--- src/sv/i2crtm_pkg.sv ---
// ----------------------------------------------------------------------------
// i2crtm_pkg
// shared types, codes and segment tables of the i2c register transaction master
// ----------------------------------------------------------------------------
package i2crtm_pkg;

    // command codes on the op field
    localparam logic [1:0] OP_TICK  = 2'd0;
    localparam logic [1:0] OP_READ  = 2'd1;
    localparam logic [1:0] OP_WRITE = 2'd2;

    // register indexes on the configuration port
    localparam logic REG_DEVICE_ADDRESS = 1'b0;
    localparam logic REG_ACK_TIMEOUT    = 1'b1;

    localparam logic [7:0] ACK_LIMIT_RESET = 8'd100;
    localparam logic [8:0] TCOUNT_MAX      = 9'd511;
    localparam logic [3:0] SUB_LAST        = 4'd15;
    localparam logic [3:0] WRITE_LEN       = 4'd10;
    localparam logic [3:0] READ_LEN        = 4'd13;

    typedef enum logic [3:0] {
        SEG_START    = 4'd0,
        SEG_SEND_AW  = 4'd1,
        SEG_SEND_AR  = 4'd2,
        SEG_SEND_REG = 4'd3,
        SEG_SEND_MSB = 4'd4,
        SEG_SEND_LSB = 4'd5,
        SEG_ACK      = 4'd6,
        SEG_READ     = 4'd7,
        SEG_MACK     = 4'd8,
        SEG_MNACK    = 4'd9,
        SEG_STOP     = 4'd10
    } t_seg;

    typedef struct packed {
        logic [6:0] device_address;
        logic [7:0] ack_timeout_limit;
    } t_cfg;

    typedef struct packed {
        logic [1:0]  op;
        logic [7:0]  reg_addr;
        logic [15:0] write_value;
        logic        sda_in;
    } t_item;

    typedef struct packed {
        logic        scl;
        logic        sda_out;
        logic        busy_res;
        logic        done_res;
        logic        ack_error;
        logic [15:0] read_data;
    } t_result;

    // segment running at a given phase of a write or read transaction
    function automatic t_seg seg_at(input logic is_read, input logic [3:0] phase);
        t_seg seg;
        seg = SEG_STOP;
        if (is_read) begin
            unique case (phase)
                4'd0:    seg = SEG_START;
                4'd1:    seg = SEG_SEND_AW;
                4'd2:    seg = SEG_ACK;
                4'd3:    seg = SEG_SEND_REG;
                4'd4:    seg = SEG_ACK;
                4'd5:    seg = SEG_START;
                4'd6:    seg = SEG_SEND_AR;
                4'd7:    seg = SEG_ACK;
                4'd8:    seg = SEG_READ;
                4'd9:    seg = SEG_MACK;
                4'd10:   seg = SEG_READ;
                4'd11:   seg = SEG_MNACK;
                default: seg = SEG_STOP;
            endcase
        end else begin
            unique case (phase)
                4'd0:    seg = SEG_START;
                4'd1:    seg = SEG_SEND_AW;
                4'd2:    seg = SEG_ACK;
                4'd3:    seg = SEG_SEND_REG;
                4'd4:    seg = SEG_ACK;
                4'd5:    seg = SEG_SEND_MSB;
                4'd6:    seg = SEG_ACK;
                4'd7:    seg = SEG_SEND_LSB;
                4'd8:    seg = SEG_ACK;
                default: seg = SEG_STOP;
            endcase
        end
        return seg;
    endfunction

endpackage

--- src/sv/i2crtm_core.sv ---
// ----------------------------------------------------------------------------
// i2crtm_core
// transaction sequencer: advances one half-bit tick per step, result is combinational
// ----------------------------------------------------------------------------
module i2crtm_core (
    input  logic              i_clk,
    input  logic              i_rst_n,
    input  logic              i_step,
    input  i2crtm_pkg::t_cfg  i_cfg,
    input  i2crtm_pkg::t_item i_item,
    output i2crtm_pkg::t_result o_res
);
    import i2crtm_pkg::*;

    logic        r_active, n_active;
    logic        r_is_read, n_is_read;
    logic [3:0]  r_phase, n_phase;
    logic [3:0]  r_sub, n_sub;
    logic [8:0]  r_tcount, n_tcount;
    logic [7:0]  r_shreg, n_shreg;
    logic [15:0] r_rdata, n_rdata;
    logic        r_err, n_err;
    logic [7:0]  r_lat_reg, n_lat_reg;
    logic [15:0] r_lat_val, n_lat_val;

    logic        start;
    logic        e_is_read;
    logic [3:0]  e_phase, e_sub;
    logic [8:0]  e_tcount, tcount_inc;
    logic [7:0]  e_shreg, shreg_new, tx_byte;
    logic [15:0] e_rdata, e_lat_val;
    logic [7:0]  e_lat_reg;
    logic        e_err;
    logic [3:0]  last_phase;
    t_seg        seg;

    assign start = !r_active && (i_item.op == OP_READ || i_item.op == OP_WRITE);

    // a starting command sees a freshly cleared transaction context
    assign e_is_read = start ? (i_item.op == OP_READ) : r_is_read;
    assign e_phase   = start ? 4'd0 : r_phase;
    assign e_sub     = start ? 4'd0 : r_sub;
    assign e_tcount  = start ? 9'd0 : r_tcount;
    assign e_shreg   = start ? 8'd0 : r_shreg;
    assign e_rdata   = start ? 16'd0 : r_rdata;
    assign e_err     = start ? 1'b0 : r_err;
    assign e_lat_reg = start ? i_item.reg_addr : r_lat_reg;
    assign e_lat_val = start ? i_item.write_value : r_lat_val;

    assign seg        = seg_at(e_is_read, e_phase);
    assign last_phase = (e_is_read ? READ_LEN : WRITE_LEN) - 4'd1;
    assign tcount_inc = (e_tcount < TCOUNT_MAX) ? e_tcount + 9'd1 : e_tcount;
    assign shreg_new  = e_sub[0] ? {e_shreg[6:0], i_item.sda_in} : e_shreg;

    always_comb begin
        unique case (seg)
            SEG_SEND_AW:  tx_byte = {i_cfg.device_address, 1'b0};
            SEG_SEND_AR:  tx_byte = {i_cfg.device_address, 1'b1};
            SEG_SEND_REG: tx_byte = e_lat_reg;
            SEG_SEND_MSB: tx_byte = e_lat_val[15:8];
            default:      tx_byte = e_lat_val[7:0];
        endcase
    end

    always_comb begin
        n_active  = r_active;
        n_is_read = e_is_read;
        n_phase   = e_phase;
        n_sub     = e_sub;
        n_tcount  = e_tcount;
        n_shreg   = e_shreg;
        n_rdata   = e_rdata;
        n_err     = e_err;
        n_lat_reg = e_lat_reg;
        n_lat_val = e_lat_val;

        o_res = '{scl: 1'b1, sda_out: 1'b1, busy_res: 1'b0, done_res: 1'b0,
                  ack_error: 1'b0, read_data: 16'd0};

        if (r_active || start) begin
            n_active       = 1'b1;
            o_res.busy_res = 1'b1;
            unique case (seg) inside
                SEG_START: begin
                    o_res.scl     = (e_sub != 4'd0);
                    o_res.sda_out = (e_sub < 4'd2);
                    if (e_sub >= 4'd2) begin
                        n_phase  = e_phase + 4'd1;
                        n_sub    = 4'd0;
                        n_tcount = 9'd0;
                    end else begin
                        n_sub = e_sub + 4'd1;
                    end
                end
                SEG_ACK: begin
                    if (e_sub == 4'd0) begin
                        o_res.scl = 1'b0;
                        n_sub     = 4'd1;
                    end else if (!i_item.sda_in) begin
                        n_phase  = e_phase + 4'd1;
                        n_sub    = 4'd0;
                        n_tcount = 9'd0;
                    end else if (tcount_inc > {1'b0, i_cfg.ack_timeout_limit}) begin
                        // no acknowledge in time: jump straight to stop
                        n_err    = 1'b1;
                        n_phase  = last_phase;
                        n_sub    = 4'd0;
                        n_tcount = 9'd0;
                    end else begin
                        n_tcount = tcount_inc;
                    end
                end
                SEG_READ: begin
                    o_res.scl = e_sub[0];
                    n_shreg   = shreg_new;
                    if (e_sub == SUB_LAST) begin
                        n_rdata  = {e_rdata[7:0], shreg_new};
                        n_shreg  = 8'd0;
                        n_phase  = e_phase + 4'd1;
                        n_sub    = 4'd0;
                        n_tcount = 9'd0;
                    end else begin
                        n_sub = e_sub + 4'd1;
                    end
                end
                SEG_MACK, SEG_MNACK: begin
                    o_res.scl     = e_sub[0];
                    o_res.sda_out = (seg == SEG_MNACK);
                    if (e_sub >= 4'd1) begin
                        n_phase  = e_phase + 4'd1;
                        n_sub    = 4'd0;
                        n_tcount = 9'd0;
                    end else begin
                        n_sub = e_sub + 4'd1;
                    end
                end
                SEG_STOP: begin
                    o_res.scl     = (e_sub != 4'd0);
                    o_res.sda_out = (e_sub >= 4'd2);
                    if (e_sub >= 4'd2) begin
                        o_res.done_res  = 1'b1;
                        o_res.ack_error = e_err;
                        o_res.read_data = (e_is_read && !e_err) ? e_rdata : 16'd0;
                        n_active = 1'b0;
                        n_phase  = 4'd0;
                        n_sub    = 4'd0;
                        n_tcount = 9'd0;
                    end else begin
                        n_sub = e_sub + 4'd1;
                    end
                end
                default: begin
                    // address, register and data bytes, msb first
                    o_res.scl     = e_sub[0];
                    o_res.sda_out = tx_byte[3'd7 - e_sub[3:1]];
                    if (e_sub == SUB_LAST) begin
                        n_phase  = e_phase + 4'd1;
                        n_sub    = 4'd0;
                        n_tcount = 9'd0;
                    end else begin
                        n_sub = e_sub + 4'd1;
                    end
                end
            endcase
        end
    end

    always_ff @(posedge i_clk) begin
        if (!i_rst_n) begin
            r_active  <= 1'b0;
            r_is_read <= 1'b0;
            r_phase   <= 4'd0;
            r_sub     <= 4'd0;
            r_tcount  <= 9'd0;
            r_shreg   <= 8'd0;
            r_rdata   <= 16'd0;
            r_err     <= 1'b0;
            r_lat_reg <= 8'd0;
            r_lat_val <= 16'd0;
        end else if (i_step) begin
            r_active  <= n_active;
            r_is_read <= n_is_read;
            r_phase   <= n_phase;
            r_sub     <= n_sub;
            r_tcount  <= n_tcount;
            r_shreg   <= n_shreg;
            r_rdata   <= n_rdata;
            r_err     <= n_err;
            r_lat_reg <= n_lat_reg;
            r_lat_val <= n_lat_val;
        end
    end

    a_write_phase: assert property (@(posedge i_clk) disable iff (!i_rst_n)
        r_active && !r_is_read |-> r_phase < WRITE_LEN)
        else $error("write phase out of range");

    a_read_phase: assert property (@(posedge i_clk) disable iff (!i_rst_n)
        r_active && r_is_read |-> r_phase < READ_LEN)
        else $error("read phase out of range");

    a_idle_clean: assert property (@(posedge i_clk) disable iff (!i_rst_n)
        !r_active |-> r_phase == 4'd0 && r_sub == 4'd0 && r_tcount == 9'd0)
        else $error("sequencer left state behind when going idle");

endmodule

--- src/sv/i2c_register_transaction_master_unit.sv ---
// ----------------------------------------------------------------------------
// i2c_register_transaction_master_unit
// i2c master running one 16-bit register read or write per command
// ----------------------------------------------------------------------------
// Every input word is one half-bit tick of the i2c bus and produces exactly one
// result word with the scl and sda levels to drive for that tick. An op of read
// or write arriving while idle starts a transaction on that very tick: start,
// address+w, register, then either msb and lsb for a write, or a repeated start,
// address+r and two read bytes (ack after the first, nack after the second),
// then stop. Ops arriving while busy are ignored. During an acknowledge the
// master counts high sda samples while scl is high; once the count passes
// ack_timeout_limit it aborts with a stop and flags ack_error on the done word.
// Timing: one input word per clock while o_in_stall is low. The sequencer state
// is updated and the result word registered in the same edge that accepts the
// input, so a result appears in the cycle after; the output register decouples
// the two channels and a new word is taken whenever that register is empty or
// being drained. Configuration registers sit on an apb port (device address at
// 0x0, timeout limit at 0x4) and should be written while the unit is idle.
// ----------------------------------------------------------------------------
module i2c_register_transaction_master_unit (
    input  logic        i_clk,
    input  logic        i_rst_n,

    // apb configuration port
    input  logic        psel,
    input  logic        penable,
    input  logic        pwrite,
    input  logic [2:0]  paddr,
    input  logic [31:0] pwdata,
    output logic [31:0] prdata,
    output logic        pready,

    // tick input channel
    input  logic        i_in_valid,
    output logic        o_in_stall,
    input  logic [1:0]  i_op,
    input  logic [7:0]  i_reg_addr,
    input  logic [15:0] i_write_value,
    input  logic        i_sda_in,

    // result output channel
    output logic        o_out_valid,
    input  logic        i_out_stall,
    output logic        o_scl,
    output logic        o_sda_out,
    output logic        o_busy_res,
    output logic        o_done_res,
    output logic        o_ack_error,
    output logic [15:0] o_read_data
);
    import i2crtm_pkg::*;

    // configuration registers
    logic [6:0] r_device_address;
    logic [7:0] r_ack_timeout_limit;
    logic       cfg_write;
    t_cfg       cfg;

    // handshake and output register
    logic       in_accept;
    logic       r_out_valid, n_out_valid;
    t_item      item;
    t_result    res;
    t_result    r_res;

    assign pready    = 1'b1;
    assign cfg_write = psel && penable && pwrite && pready;

    always_ff @(posedge i_clk) begin
        if (!i_rst_n) begin
            r_device_address    <= 7'd0;
            r_ack_timeout_limit <= ACK_LIMIT_RESET;
        end else if (cfg_write) begin
            unique case (paddr[2])
                REG_DEVICE_ADDRESS: r_device_address    <= pwdata[6:0];
                REG_ACK_TIMEOUT:    r_ack_timeout_limit <= pwdata[7:0];
                default:            r_device_address    <= r_device_address;
            endcase
        end
    end

    // register readback, low address bits are the byte offset
    always_comb begin
        unique case (paddr[2])
            REG_DEVICE_ADDRESS: prdata = {25'd0, r_device_address};
            REG_ACK_TIMEOUT:    prdata = {24'd0, r_ack_timeout_limit};
            default:            prdata = 32'd0;
        endcase
    end

    assign cfg = '{device_address: r_device_address,
                   ack_timeout_limit: r_ack_timeout_limit};

    assign item = '{op: i_op, reg_addr: i_reg_addr,
                    write_value: i_write_value, sda_in: i_sda_in};

    // hold off only while a result waits and the consumer is stalling
    assign o_in_stall = r_out_valid && i_out_stall;
    assign in_accept  = i_in_valid && !o_in_stall;

    i2crtm_core u_core (
        .i_clk   (i_clk),
        .i_rst_n (i_rst_n),
        .i_step  (in_accept),
        .i_cfg   (cfg),
        .i_item  (item),
        .o_res   (res)
    );

    always_comb begin
        n_out_valid = r_out_valid;
        if (in_accept) begin
            n_out_valid = 1'b1;
        end else if (!i_out_stall) begin
            n_out_valid = 1'b0;
        end
    end

    always_ff @(posedge i_clk) begin
        if (!i_rst_n) begin
            r_out_valid <= 1'b0;
        end else begin
            r_out_valid <= n_out_valid;
        end
    end

    // result payload, loaded with each accepted tick
    always_ff @(posedge i_clk) begin
        if (in_accept) begin
            r_res <= res;
        end
    end

    assign o_out_valid = r_out_valid;
    assign o_scl       = r_res.scl;
    assign o_sda_out   = r_res.sda_out;
    assign o_busy_res  = r_res.busy_res;
    assign o_done_res  = r_res.done_res;
    assign o_ack_error = r_res.ack_error;
    assign o_read_data = r_res.read_data;

    a_accept_fills: assert property (@(posedge i_clk) disable iff (!i_rst_n)
        in_accept |=> r_out_valid)
        else $error("accepted tick produced no result word");

    a_done_busy: assert property (@(posedge i_clk) disable iff (!i_rst_n)
        r_out_valid && (r_res.done_res || r_res.ack_error) |-> r_res.busy_res)
        else $error("done or error flagged outside a transaction");

    a_data_with_done: assert property (@(posedge i_clk) disable iff (!i_rst_n)
        r_out_valid && (r_res.read_data != 16'd0 || r_res.ack_error)
            |-> r_res.done_res)
        else $error("read data or error shown without done");

endmodule
--- config.mk ---
export PLATFORM = sky130hd
export DESIGN_NAME = i2c_register_transaction_master_unit
export DESIGN_NICKNAME = d
export VERILOG_FILES = /design/src/sv/i2crtm_pkg.sv /design/src/sv/i2crtm_core.sv /design/src/sv/i2c_register_transaction_master_unit.sv
export SDC_FILE = /design/constraint.sdc
export NUM_CORES = 1
export LEC_CHECK = 0
export ABC_AREA = 1
export BUFFER_PORTS_ARGS = -buffer_cell sky130_fd_sc_hd__buf_2
export CAP_MARGIN = 10
export CORE_ASPECT_RATIO = 1.4
export CORE_UTILIZATION = 60
export CTS_BUF_LIST = sky130_fd_sc_hd__clkbuf_2
export DETAILED_ROUTE_END_ITERATION = 16
export PLACE_DENSITY = 0.85
export SLEW_MARGIN = 30
export SYNTH_ARGS = -nofsm -noshare
export SYNTH_HDL_FRONTEND = slang
export SYNTH_SLANG_ARGS = --single-unit
--- constraint.sdc ---
create_clock -name i_clk -period 10 [get_ports i_clk]
set_input_delay 1 -clock i_clk [delete_from_list [all_inputs] [get_ports i_clk]]
set_output_delay 1 -clock i_clk [all_outputs]
set_load 0.02 [all_outputs]
==> results.tsv, run 1 <==
stage	metric	value	unit
run_status	status	complete, no violations	
finish	layout cells sized above 1	0.1524	
logic_synthesis	Avg Cell Area, Syn	6.922	um2
power	leakage	3.322	nW
clock_network	post-cts sizing count	0	
logic_synthesis	Yosys top cell by area	dfxtp_1	
timing	Period minus WS final	4.193	ns
route	DRC Markers	0	
route	DR top layer	met4	
worst_setup_path	Worst EP arrival	4.79	ns
clock_network	hold_buf cts	0	
logic_synthesis	synth top area cells	dfxtp_1, nand2_1, edfxtp_1	
floorplan	Core Box Area	0.01092	mm2
timing	max-slew violation count	0	
power	Flop pwr share	0.476	
power	sw frac	0.4041	
route	starting DRC count in detailed routing	432	
worst_setup_path	Critical Path Max Stage Delay	0.40	ns
logic_synthesis	Synth Cell Area	0.006798	mm2
power	Clk pwr share	0.221	
route	Pre-antenna DRT Iters	5	
placed_design	Placed Cells	1162	
logic_synthesis	Post-synth EDFFs	21	
worst_setup_path	startpoint types	input port	
worst_hold_path	Hold Crit Class	flop to flop	
worst_setup_path	CP Class	input port to flop	
clock_network	clk slew on worst S/H paths	0.32	ns
floorplan	initial core utilization	0.6223	
floorplan	Ports	125	
placed_design	port bufs	73	
power	PwrDens	136.4	mW/mm2
timing	final setup vio count	0	
worst_setup_path	WP data required	10.60	ns
logic_synthesis	Top FF cell, synth	dfxtp_1	
route	remaining antenna violation count	0	
global_routing	pin count of the biggest net entering global routing	67	
placed_design	Final GP Congestion	0.9410	
clock_network	setup repair bufs after CTS	0	
timing	Slew headroom	0.4699	
timing	actual slew at the worst max-slew pin	0.7909	ns
finish	fin util	0.6637	
clock_network	CTS buffer count	9	
clock_network	CTS tree	yes	
route	Post-Route WL	17150	um
clock_network	clock tree buffer depth	2	
logic_synthesis	post-synth top area share	0.2474	
route	Avg WL per Cell	14.55	um
logic_synthesis	asr flop ratio synth	0	
worst_setup_path	CP Cell Sequence	buf_2 -> inv_1 -> ha_1 -> nor2_4 -> buf_4 -> nor2_1 -> ha_1 -> nand3_1 -> nor3_2 -> xor2_1 -> nand2_1 -> ha_1 -> a21o_1 -> a21oi_1 -> nand2_1 -> nand2_1 -> nand3_2 -> nor2_4 -> nand2_1 -> nor2_1 -> nor2_1 -> nand3_1 -> o21ai_1 -> inv_1	
worst_setup_path	Crit Path Max Fanout	43	
power	Gate power share	0.303	
global_routing	initial antenna violation count	1	
global_routing	grt ovf	0	
clock_network	H-tree depth	3	
global_routing	total track usage	0.2949	
timing	RSZ-0062 raised after global routing	false	
timing	final setup TNS	0	ns
timing	Tcrit/Tclk final	0.4193	
route	Via-to-Cell Ratio	5.634	
logic_synthesis	synthesized instance count	982	
placed_design	DP HPWL	11990	um
timing	max frequency	238.5	MHz
logic_synthesis	synth warn	0	
finish	Synth-to-Final Area Change	6.645	%
power	Max VDD drop	0.1001	mV
power	Design Power	0.0009892	W
floorplan	Die Width	91.96	um
global_routing	vias in the first global route	5966	
route	met3 WL post-DR	987	um
logic_synthesis	list of most frequent post-synthesis cells	nand2_1, nor2_1, inv_1	
logic_synthesis	sequential fraction of the synthesis area	0.3401	
clock_network	root buffer cell	clkbuf_2	
finish	fillers	1020	
worst_setup_path	slowest stage cell, crit path	nor2_1	
worst_setup_path	CP dominant cell by count	nand2_1	
power	Int Pwr	0.0005895	W
global_routing	first-pass GRT wire length	27650	um
worst_setup_path	Critical Path Sink Type	flop	
timing	final hold viol count	0	
floorplan	die span in y	127.9	um
worst_setup_path	worst path bufs/invs	4	
route	routed length on met2	8644	um
finish	Non-Filler Instances	1179	
floorplan	Total Die Area	0.01177	mm2
clock_network	clk_lat worst skew	0.62	ns
timing	Final Skew	0.02822	ns
clock_network	# clock sinks	105	
route	Post-Route M1 WL	6864	um
floorplan	placement row count	45	
logic_synthesis	top-count cell post-synth	nand2_1	
route	via count	6642	
logic_synthesis	register bit total from synthesis	105	
power	Sw Pwr	0.0003997	W
job	number of max-cap violations	0	
finish	Final Net Count	1121	
worst_setup_path	CP delay by family, top	simple AND/OR/NAND/NOR gates	
logic_synthesis	synth unique cells	46	
==> final cells by class <==
type | count | area, um2 | area share
Multi-Input combinational cell | 731 | 3814 | 0.5261
Sequential cell | 105 | 2312 | 0.3190
Timing Repair Buffer | 79 | 410.4 | 0.05661
Inverter | 106 | 397.9 | 0.05488
Tap cell | 141 | 176.4 | 0.02434
Clock inverter | 7 | 91.34 | 0.01260
Clock buffer | 9 | 45.04 | 0.006213
Antenna cell | 1 | 2.502 | 0.0003452
==> worst paths after layout <==
| path | start | to | slack (ns) | cells past startpoint |
|---|---|---|---|---|
| min | u_core.r_lat_val[4]$_SDFFE_PN0P_ | u_core.r_lat_val[4]$_SDFFE_PN0P_ | 0.47 | 2 |
| min reg2reg | u_core.r_lat_val[4]$_SDFFE_PN0P_ | u_core.r_lat_val[4]$_SDFFE_PN0P_ | 0.47 | 2 |
| max reg2reg | u_core.r_active$_SDFFE_PN0P_ | u_core.r_tcount[3]$_SDFFE_PN0P_ | 6.10 | 21 |
| max | i_op[1] | u_core.r_tcount[3]$_SDFFE_PN0P_ | 5.81 | 24 |
==> per-layer routing <==
layer | vias up | track usage
met2 | 271 | 0.5268
met3 | 55 | 0.03915
li1 | 3296 | -
met4 | 0 | 0.1507
met5 | - | 0
met1 | 3020 | 0.3426
==> power by group through the flow <==
stage / clock (W) / sequential (W) / combinational (W)
after floorplan: 0 / 0.000481 / 0.000229
after global placement: 0 / 0.000477 / 0.000291
after detailed placement: 0 / 0.000478 / 0.000295
after CTS: 0.000221 / 0.000470 / 0.000296
after global routing: 0.000239 / 0.000473 / 0.000332
final: 0.000219 / 0.000471 / 0.000300
==> cell usage in the layout (no fill, tap or decap), types with 7 or more instances in the layout <==
cell type / count
a21oi_1: 83
buf_2: 73
clkbuf_2: 9
conb_1: 25
dfxtp_1: 84
edfxtp_1: 21
ha_1: 20
inv_1: 89
inv_2: 16
mux2i_1: 15
nand2_1: 231
nand2_2: 14
nand3_1: 55
nand4_1: 15
nor2_1: 91
nor2_4: 9
nor3_1: 7
o211ai_1: 18
o21ai_0: 84
o21ai_1: 9
==> worst register-to-register path: cells and delay by family (launching register included) <==
family,cells,cell delay [ns]
xor+xnor,1,0.17
fa+ha+maj,2,0.58
buf+inv,2,0.36
simple gates,13,1.91
flops,1,0.50
compound gates,3,0.35
==> stage by stage <==
step                      hold WS [ns]  area [um2]  worst slack (ns)
after floorplan                 0.4245        6884             5.959
after CTS                       0.4675        7247             5.854
after detailed placement        0.4402        7111             5.179
final                           0.4705        7249             5.807
after global routing            0.4847        7249             5.569
after global placement          0.4385        7111             5.247
==> cells by family (layout without fill, tap and decap cells) <==
kind of cell	count (synthesis)	count (layout)	synth area share
compound gates	216	216	0.1765
xor+xnor	6	6	0.007730
fa+ha+maj	20	20	0.03681
buf+inv	169	201	0.1126
flops	105	105	0.3401
mux	15	15	0.02209
other cells	2	26	0.001105
simple gates	449	449	0.3030
Power figures use the tool's default switching activity.
==> inputs of run 2 (changes only) <==
Settings changed: CORE_UTILIZATION 60 to 58, PLACE_DENSITY 0.85 to 0.83.
Clock period 10 ns to 4.05 ns, I/O delays scaled along.
==> results.tsv, run 2 (synthesis gave the netlist of run 1 again) <==
stage	metric	value	unit
timing	final setup vio count	0	
clock_network	CTS buffer count	9	
timing	Period minus WS final	3.444	ns
clock_network	clk slew on worst S/H paths	0.34	ns
finish	layout cells sized above 1	0.1543	
worst_hold_path	Hold Crit Class	input port to flop	
floorplan	Core Box Area	0.01140	mm2
global_routing	grt ovf	0	
clock_network	clk_lat worst skew	0.65	ns
clock_network	post-cts sizing count	0	
timing	Final Skew	0.07059	ns
floorplan	placement row count	46	
finish	commonest non-fill, non-tap cell in the layout	nand2_1	
worst_setup_path	Worst EP arrival	4.00	ns
route	Post-Route WL	17400	um
floorplan	die span in y	130.1	um
clock_network	CTS tree	yes	
floorplan	initial core utilization	0.5965	
global_routing	pin count of the biggest net entering global routing	66	
timing	final hold viol count	0	
global_routing	vias in the first global route	5840	
power	Max VDD drop	0.2683	mV
placed_design	port bufs	73	
finish	fin util	0.6451	
route	DRC Markers	0	
placed_design	DP HPWL	12400	um
route	Avg WL per Cell	14.56	um
route	Via-to-Cell Ratio	5.520	
finish	fillers	1014	
floorplan	Total Die Area	0.01216	mm2
global_routing	first-pass GRT wire length	27650	um
placed_design	Final GP Congestion	0.9480	
floorplan	Ports	125	
power	Design Power	0.002433	W
timing	Tcrit/Tclk final	0.8504	
route	Pre-antenna DRT Iters	5	
clock_network	hold_buf cts	6	
power	PwrDens	331.0	mW/mm2
finish	commonest non-fill, non-tap cells in the layout	nand2_1, nor2_1, inv_1, o21ai_0, dfxtp_1	
timing	Slew headroom	0.4931	
timing	actual slew at the worst max-slew pin	0.7595	ns
timing	final setup TNS	0	ns
worst_setup_path	Critical Path Sink Type	flop	
job	number of max-cap violations	0	
clock_network	H-tree depth	3	
clock_network	clock tree buffer depth	2	
timing	RSZ-0062 raised after global routing	false	
global_routing	initial antenna violation count	1	
clock_network	root buffer cell	clkbuf_2	
global_routing	total track usage	0.2884	
timing	max frequency	290.4	MHz
clock_network	# clock sinks	105	
floorplan	Die Width	93.50	um
worst_setup_path	WP data required	4.61	ns
run_status	status	complete, no violations	
worst_setup_path	startpoint types	flop	
finish	Synth-to-Final Area Change	8.154	%
route	via count	6596	
worst_setup_path	Crit Path Max Fanout	11	
route	starting DRC count in detailed routing	451	
power	leakage	3.370	nW
finish	Final Net Count	1134	
route	remaining antenna violation count	0	
timing	max-slew violation count	0	
worst_setup_path	CP Class	flop to flop	
clock_network	setup repair bufs after CTS	0	
[run 2: cell count changes in the layout (fill, tap and decap cells not counted), sizes merged]
cell,previous run,this run
buf,79,83
clkinv,5,6
dlygate4sd3,0,9
inv,108,107
[run 2: path summary, 6_finish.rpt]
| kind | start | endpoint | slack [ns] | cells past startpoint |
|---|---|---|---|---|
| setup reg to reg | u_core.r_active$_SDFFE_PN0P_ | u_core.r_tcount[3]$_SDFFE_PN0P_ | 0.61 | 22 |
| setup / recovery | u_core.r_active$_SDFFE_PN0P_ | u_core.r_tcount[3]$_SDFFE_PN0P_ | 0.61 | 22 |
| hold / removal | i_write_value[10] | u_core.r_lat_val[10]$_SDFFE_PN0P_ | 0.01 | 3 |
| hold reg to reg | u_core.r_lat_val[10]$_SDFFE_PN0P_ | u_core.r_lat_val[10]$_SDFFE_PN0P_ | 0.47 | 2 |
[run 2: critical path, stage by stage (launching register included)]
cell and delay (ns):
dfxtp_1 0.50, inv_2 0.09, nand2_8 0.13, nand2_1 0.06, inv_1 0.13, ha_1 0.21, nand3_1 0.14, nor3_2 0.24
xor2_1 0.17, nand2_1 0.09, ha_1 0.29, a21o_1 0.16, a21oi_1 0.11, nand2_1 0.06, nand2_1 0.11, nand3_2 0.21
nor2_4 0.21, nand2_1 0.10, nor2_1 0.10, nor2_1 0.05, nand3_1 0.06, o21ai_1 0.06, inv_1 0.05
[run 2: metal layers]
layer	wire length (um)	vias up	track usage
met4	552	0	0.1312
li1	-	3328	-
met5	0	-	0
met1	7179	3024	0.3425
met3	815	46	0.03788
met2	8850	198	0.5156
[run 2: power by group]
| part | total [W] | internal (W) | leakage [nW] | switching (W) |
|---|---|---|---|---|
| Clock | 0.000512 | 0.000101 | 0.0731 | 0.000411 |
| Sequential | 0.00116 | 0.00113 | 0.897 | 0.0000345 |
| Combinational | 0.000758 | 0.000227 | 2.40 | 0.000531 |
[run 2: cell type report]
type / count / area (um2) / area share
Antenna cell: 1 / 2.502 / 0.0003404
Clock buffer: 9 / 45.04 / 0.006127
Clock inverter: 7 / 70.07 / 0.009530
Inverter: 106 / 397.9 / 0.05412
Multi-Input combinational cell: 731 / 3814 / 0.5187
Sequential cell: 105 / 2312 / 0.3145
Tap cell: 144 / 180.2 / 0.02451
Timing Repair Buffer: 92 / 530.5 / 0.07216
[run 2: stage by stage]
step | instance area [um2] | hold slack, ns | setup slack, ns | std cells
finish | 7352 | 0.01137 | 0.6060 | 1195
detailed placement | 7144 | 0.4438 | 0.2846 | 1169
CTS | 7320 | 0.007790 | 0.6662 | 1191
global placement | 7144 | 0.4369 | 0.3176 | 1169
global route | 7352 | 0.0007091 | 0.2390 | 1195
floorplan | 6884 | 0.4245 | 0.6040 | 1005
==> inputs of run 3 (changes only) <==
Settings changed: ABC_AREA 1 to default, CORE_UTILIZATION 58 to 57, PLACE_DENSITY 0.83 to 0.82, SETUP_SLACK_MARGIN from default to 0.02.
==> results.tsv, run 3 <==
stage	metric	value	unit
run_status	status	complete, no violations	
floorplan	Die Width	89.42	um
placed_design	port bufs	73	
logic_synthesis	Synth Cell Area	0.006098	mm2
clock_network	CTS buffer count	9	
placed_design	Final GP Congestion	0.9434	
logic_synthesis	synthesized-area fraction occupied by adder cells	0.04103	
route	DRC Markers	0	
floorplan	Ports	125	
placed_design	Placed Cells	937	
global_routing	initial antenna violation count	0	
timing	Slew headroom	0.5108	
route	Via-to-Cell Ratio	5.883	
timing	RSZ-0062 raised after global routing	false	
worst_setup_path	Critical Path Sink Type	flop	
finish	Non-Filler Instances	985	
timing	WHS	0.04221	ns
route	Pre-antenna DRT Iters	5	
timing	final hold viol count	0	
timing	Period minus WS final	3.766	ns
finish	Synth-to-Final Area Change	15.35	%
timing	final setup vio count	0	
logic_synthesis	Synth Area in Compound Gates	0.2076	
global_routing	first-pass GRT wire length	26780	um
worst_hold_path	Hold Crit Class	input port to flop	
logic_synthesis	synth unique cells	80	
worst_setup_path	Reg2Reg Setup Slack	0.28	ns
worst_setup_path	Crit Path Max Fanout	6	
global_routing	total track usage	0.3058	
logic_synthesis	Top FF cell, synth	dfxtp_1	
finish	ANT cells	0	
logic_synthesis	Post-synth EDFFs	21	
global_routing	grt ovf	0	
power	Design Power	0.002210	W
job	number of max-cap violations	0	
logic_synthesis	simple-gate share of the synthesized area	0.2398	
finish	fillers	833	
clock_network	clk slew on worst S/H paths	0.30	ns
worst_setup_path	Critical Path Max Stage Delay	0.51	ns
finish	Storage cell area	0.002312	mm2
floorplan	die span in y	124.4	um
route	via count	5795	
logic_synthesis	synthesized instance count	737	
clock_network	root buffer cell	clkbuf_2	
logic_synthesis	Yosys top cell by area	dfxtp_1	
finish	layout cells sized above 1	0.1877	
clock_network	clk_lat worst skew	0.60	ns
timing	final setup TNS	0	ns
logic_synthesis	list of most frequent post-synthesis cells	nand2_1, dfxtp_1, nor2_1	
route	starting DRC count in detailed routing	357	
floorplan	Total Die Area	0.01112	mm2
logic_synthesis	largest family of logic cells by synthesized area	simple AND/OR/NAND/NOR gates	
logic_synthesis	synth top area cells	dfxtp_1, edfxtp_1, nand2_1	
timing	max-slew violation count	0	
floorplan	initial core utilization	0.5861	
logic_synthesis	register bit total from synthesis	105	
worst_setup_path	Worst Reg-to-Reg Cells	15	
timing	max frequency	265.5	MHz
worst_setup_path	FF-to-FF Start	u_core.r_tcount[2]$_SDFFE_PN0P_	
clock_network	# clock sinks	105	
global_routing	pin count of the biggest net entering global routing	36	
route	Post-Route WL	16280	um
worst_setup_path	slowest stage cell, crit path	dfxtp_1	
route	Avg WL per Cell	16.53	um
worst_setup_path	startpoint types	flop	
worst_setup_path	WP data required	4.57	ns
floorplan	placement row count	44	
global_routing	vias in the first global route	5634	
logic_synthesis	xor/xnor share of the synthesized area	0.01436	
floorplan	Core Box Area	0.01041	mm2
power	leakage	2.826	nW
clock_network	post-cts sizing count	0	
route	remaining antenna violation count	0	
placed_design	DP HPWL	11680	um
power	Max VDD drop	0.2295	mV
logic_synthesis	synth warn	0	
clock_network	H-tree depth	3	
logic_synthesis	top-count cell post-synth	nand2_1	
worst_hold_path	Worst Hold Endpoint	u_core.r_lat_val[15]$_SDFFE_PN0P_	
finish	commonest non-fill, non-tap cells in the layout	nand2_1, dfxtp_1, nor2_1, buf_2, a21oi_1	
logic_synthesis	Avg Cell Area, Syn	8.275	um2
worst_hold_path	hold path cells	3	
finish	commonest non-fill, non-tap cell in the layout	nand2_1	
logic_synthesis	post-synth top area share	0.2757	
logic_synthesis	multiplexer share of the synthesized area	0.03816	
logic_synthesis	sequential fraction of the synthesis area	0.3792	
finish	Final Net Count	931	
finish	fin util	0.6760	
worst_setup_path	Worst EP arrival	4.29	ns
clock_network	CTS tree	yes	
finish	Multi-input gate area	0.003428	mm2
worst_setup_path	reg-to-reg endpoint	u_core.r_tcount[2]$_SDFFE_PN0P_	
worst_setup_path	CP Class	flop to flop	
timing	Tcrit/Tclk final	0.9299	
timing	Final Skew	0.05447	ns
clock_network	clock tree buffer depth	2	
power	PwrDens	314.1	mW/mm2
logic_synthesis	asr flop ratio synth	0	
worst_setup_path	CP Cell Sequence	nand3_1 -> nor3_1 -> nand4_1 -> nand2_2 -> nor3_1 -> xnor2_1 -> ha_1 -> a21o_1 -> a21oi_1 -> mux2_2 -> o221a_4 -> nand3_4 -> or3_1 -> or3_1 -> o311ai_1	
timing	actual slew at the worst max-slew pin	0.7311	ns
worst_hold_path	hold path startpoint	i_write_value[15]	
## run 3: cell count changes after synthesis, sizes merged, moves of 12 or more
cell and delta:
nand2 -124, nor2 -28, inv -80, o211ai -12, a22oi +27, a21oi -23
o21ai -66, nand3 -45, and2 +23
## run 3: stage by stage
stage,setup WS (ns),instance area [um2]
final,0.2840,7034
after global routing,0.05070,7034
after CTS,0.3313,7024
after detailed placement,0.008538,6598
after global placement,0.1492,6598
after floorplan,0.02538,6246
## run 3: logic make-up after synthesis
logic type      count (synthesis)
fa+ha+maj                      20
compound gates                183
flops                         105
mux                            21
simple gates                  307
xor+xnor                       10
buf+inv                        89
other cells                     2
## run 3: where the power goes
part           total, W  switching, W  leakage [nW]  internal [W]
Sequential      0.00114     0.0000367         0.887       0.00111
Clock          0.000489      0.000387        0.0710      0.000102
Combinational  0.000578      0.000358          1.87      0.000220
Total           0.00221      0.000781          2.83       0.00143
## run 3: worst max path at each step
stage | from | endpoint | slack (ns) | cells after the start
6_report | u_core.r_tcount[2]$_SDFFE_PN0P_ | u_core.r_tcount[2]$_SDFFE_PN0P_ | 0.28 | 15
5_1_grt | u_core.r_tcount[2]$_SDFFE_PN0P_ | u_core.r_tcount[2]$_SDFFE_PN0P_ | 0.05 | 15
4_1_cts | u_core.r_tcount[2]$_SDFFE_PN0P_ | u_core.r_tcount[2]$_SDFFE_PN0P_ | 0.33 | 15
3_5_place_dp | i_op[1] | u_core.r_tcount[2]$_SDFFE_PN0P_ | 0.009 | 18
3_3_place_gp | i_op[1] | u_core.r_tcount[2]$_SDFFE_PN0P_ | 0.15 | 19
2_1_floorplan | i_op[1] | u_core.r_tcount[2]$_SDFFE_PN0P_ | 0.03 | 21
## run 3: critical path: cells and delay by family (launching register included)
kind,cells,cell delay (ns)
fa+ha+maj,1,0.30
mux,1,0.19
flops,1,0.51
compound gates,4,0.64
simple gates,8,1.81
xor+xnor,1,0.25
## run 3: repair_timing
action                                  in CTS  in global routing
endpoints found under the hold margin       36                  1
endpoints found under the setup margin       0                  0
buffers inserted                             0                  0
hold buffers                                31                  1
## run 3: metal layers
layer | GRT usage | vias up | share of wire
met3 | 0.04771 | 53 | 0.053
met4 | 0.1382 | 0 | 0.039
li1 | - | 2780 | -
met5 | 0 | - | 0
met1 | 0.3549 | 2703 | 0.39
met2 | 0.5361 | 259 | 0.51
## run 3: area by class of cell
class | count | area share
clock buffers | 9 | 0.006403
clock inverters | 7 | 0.01014
inverters | 25 | 0.01334
multi-input cells | 566 | 0.4874
flip-flops and latches | 105 | 0.3287
well taps | 138 | 0.02455
repair buffers | 135 | 0.1295
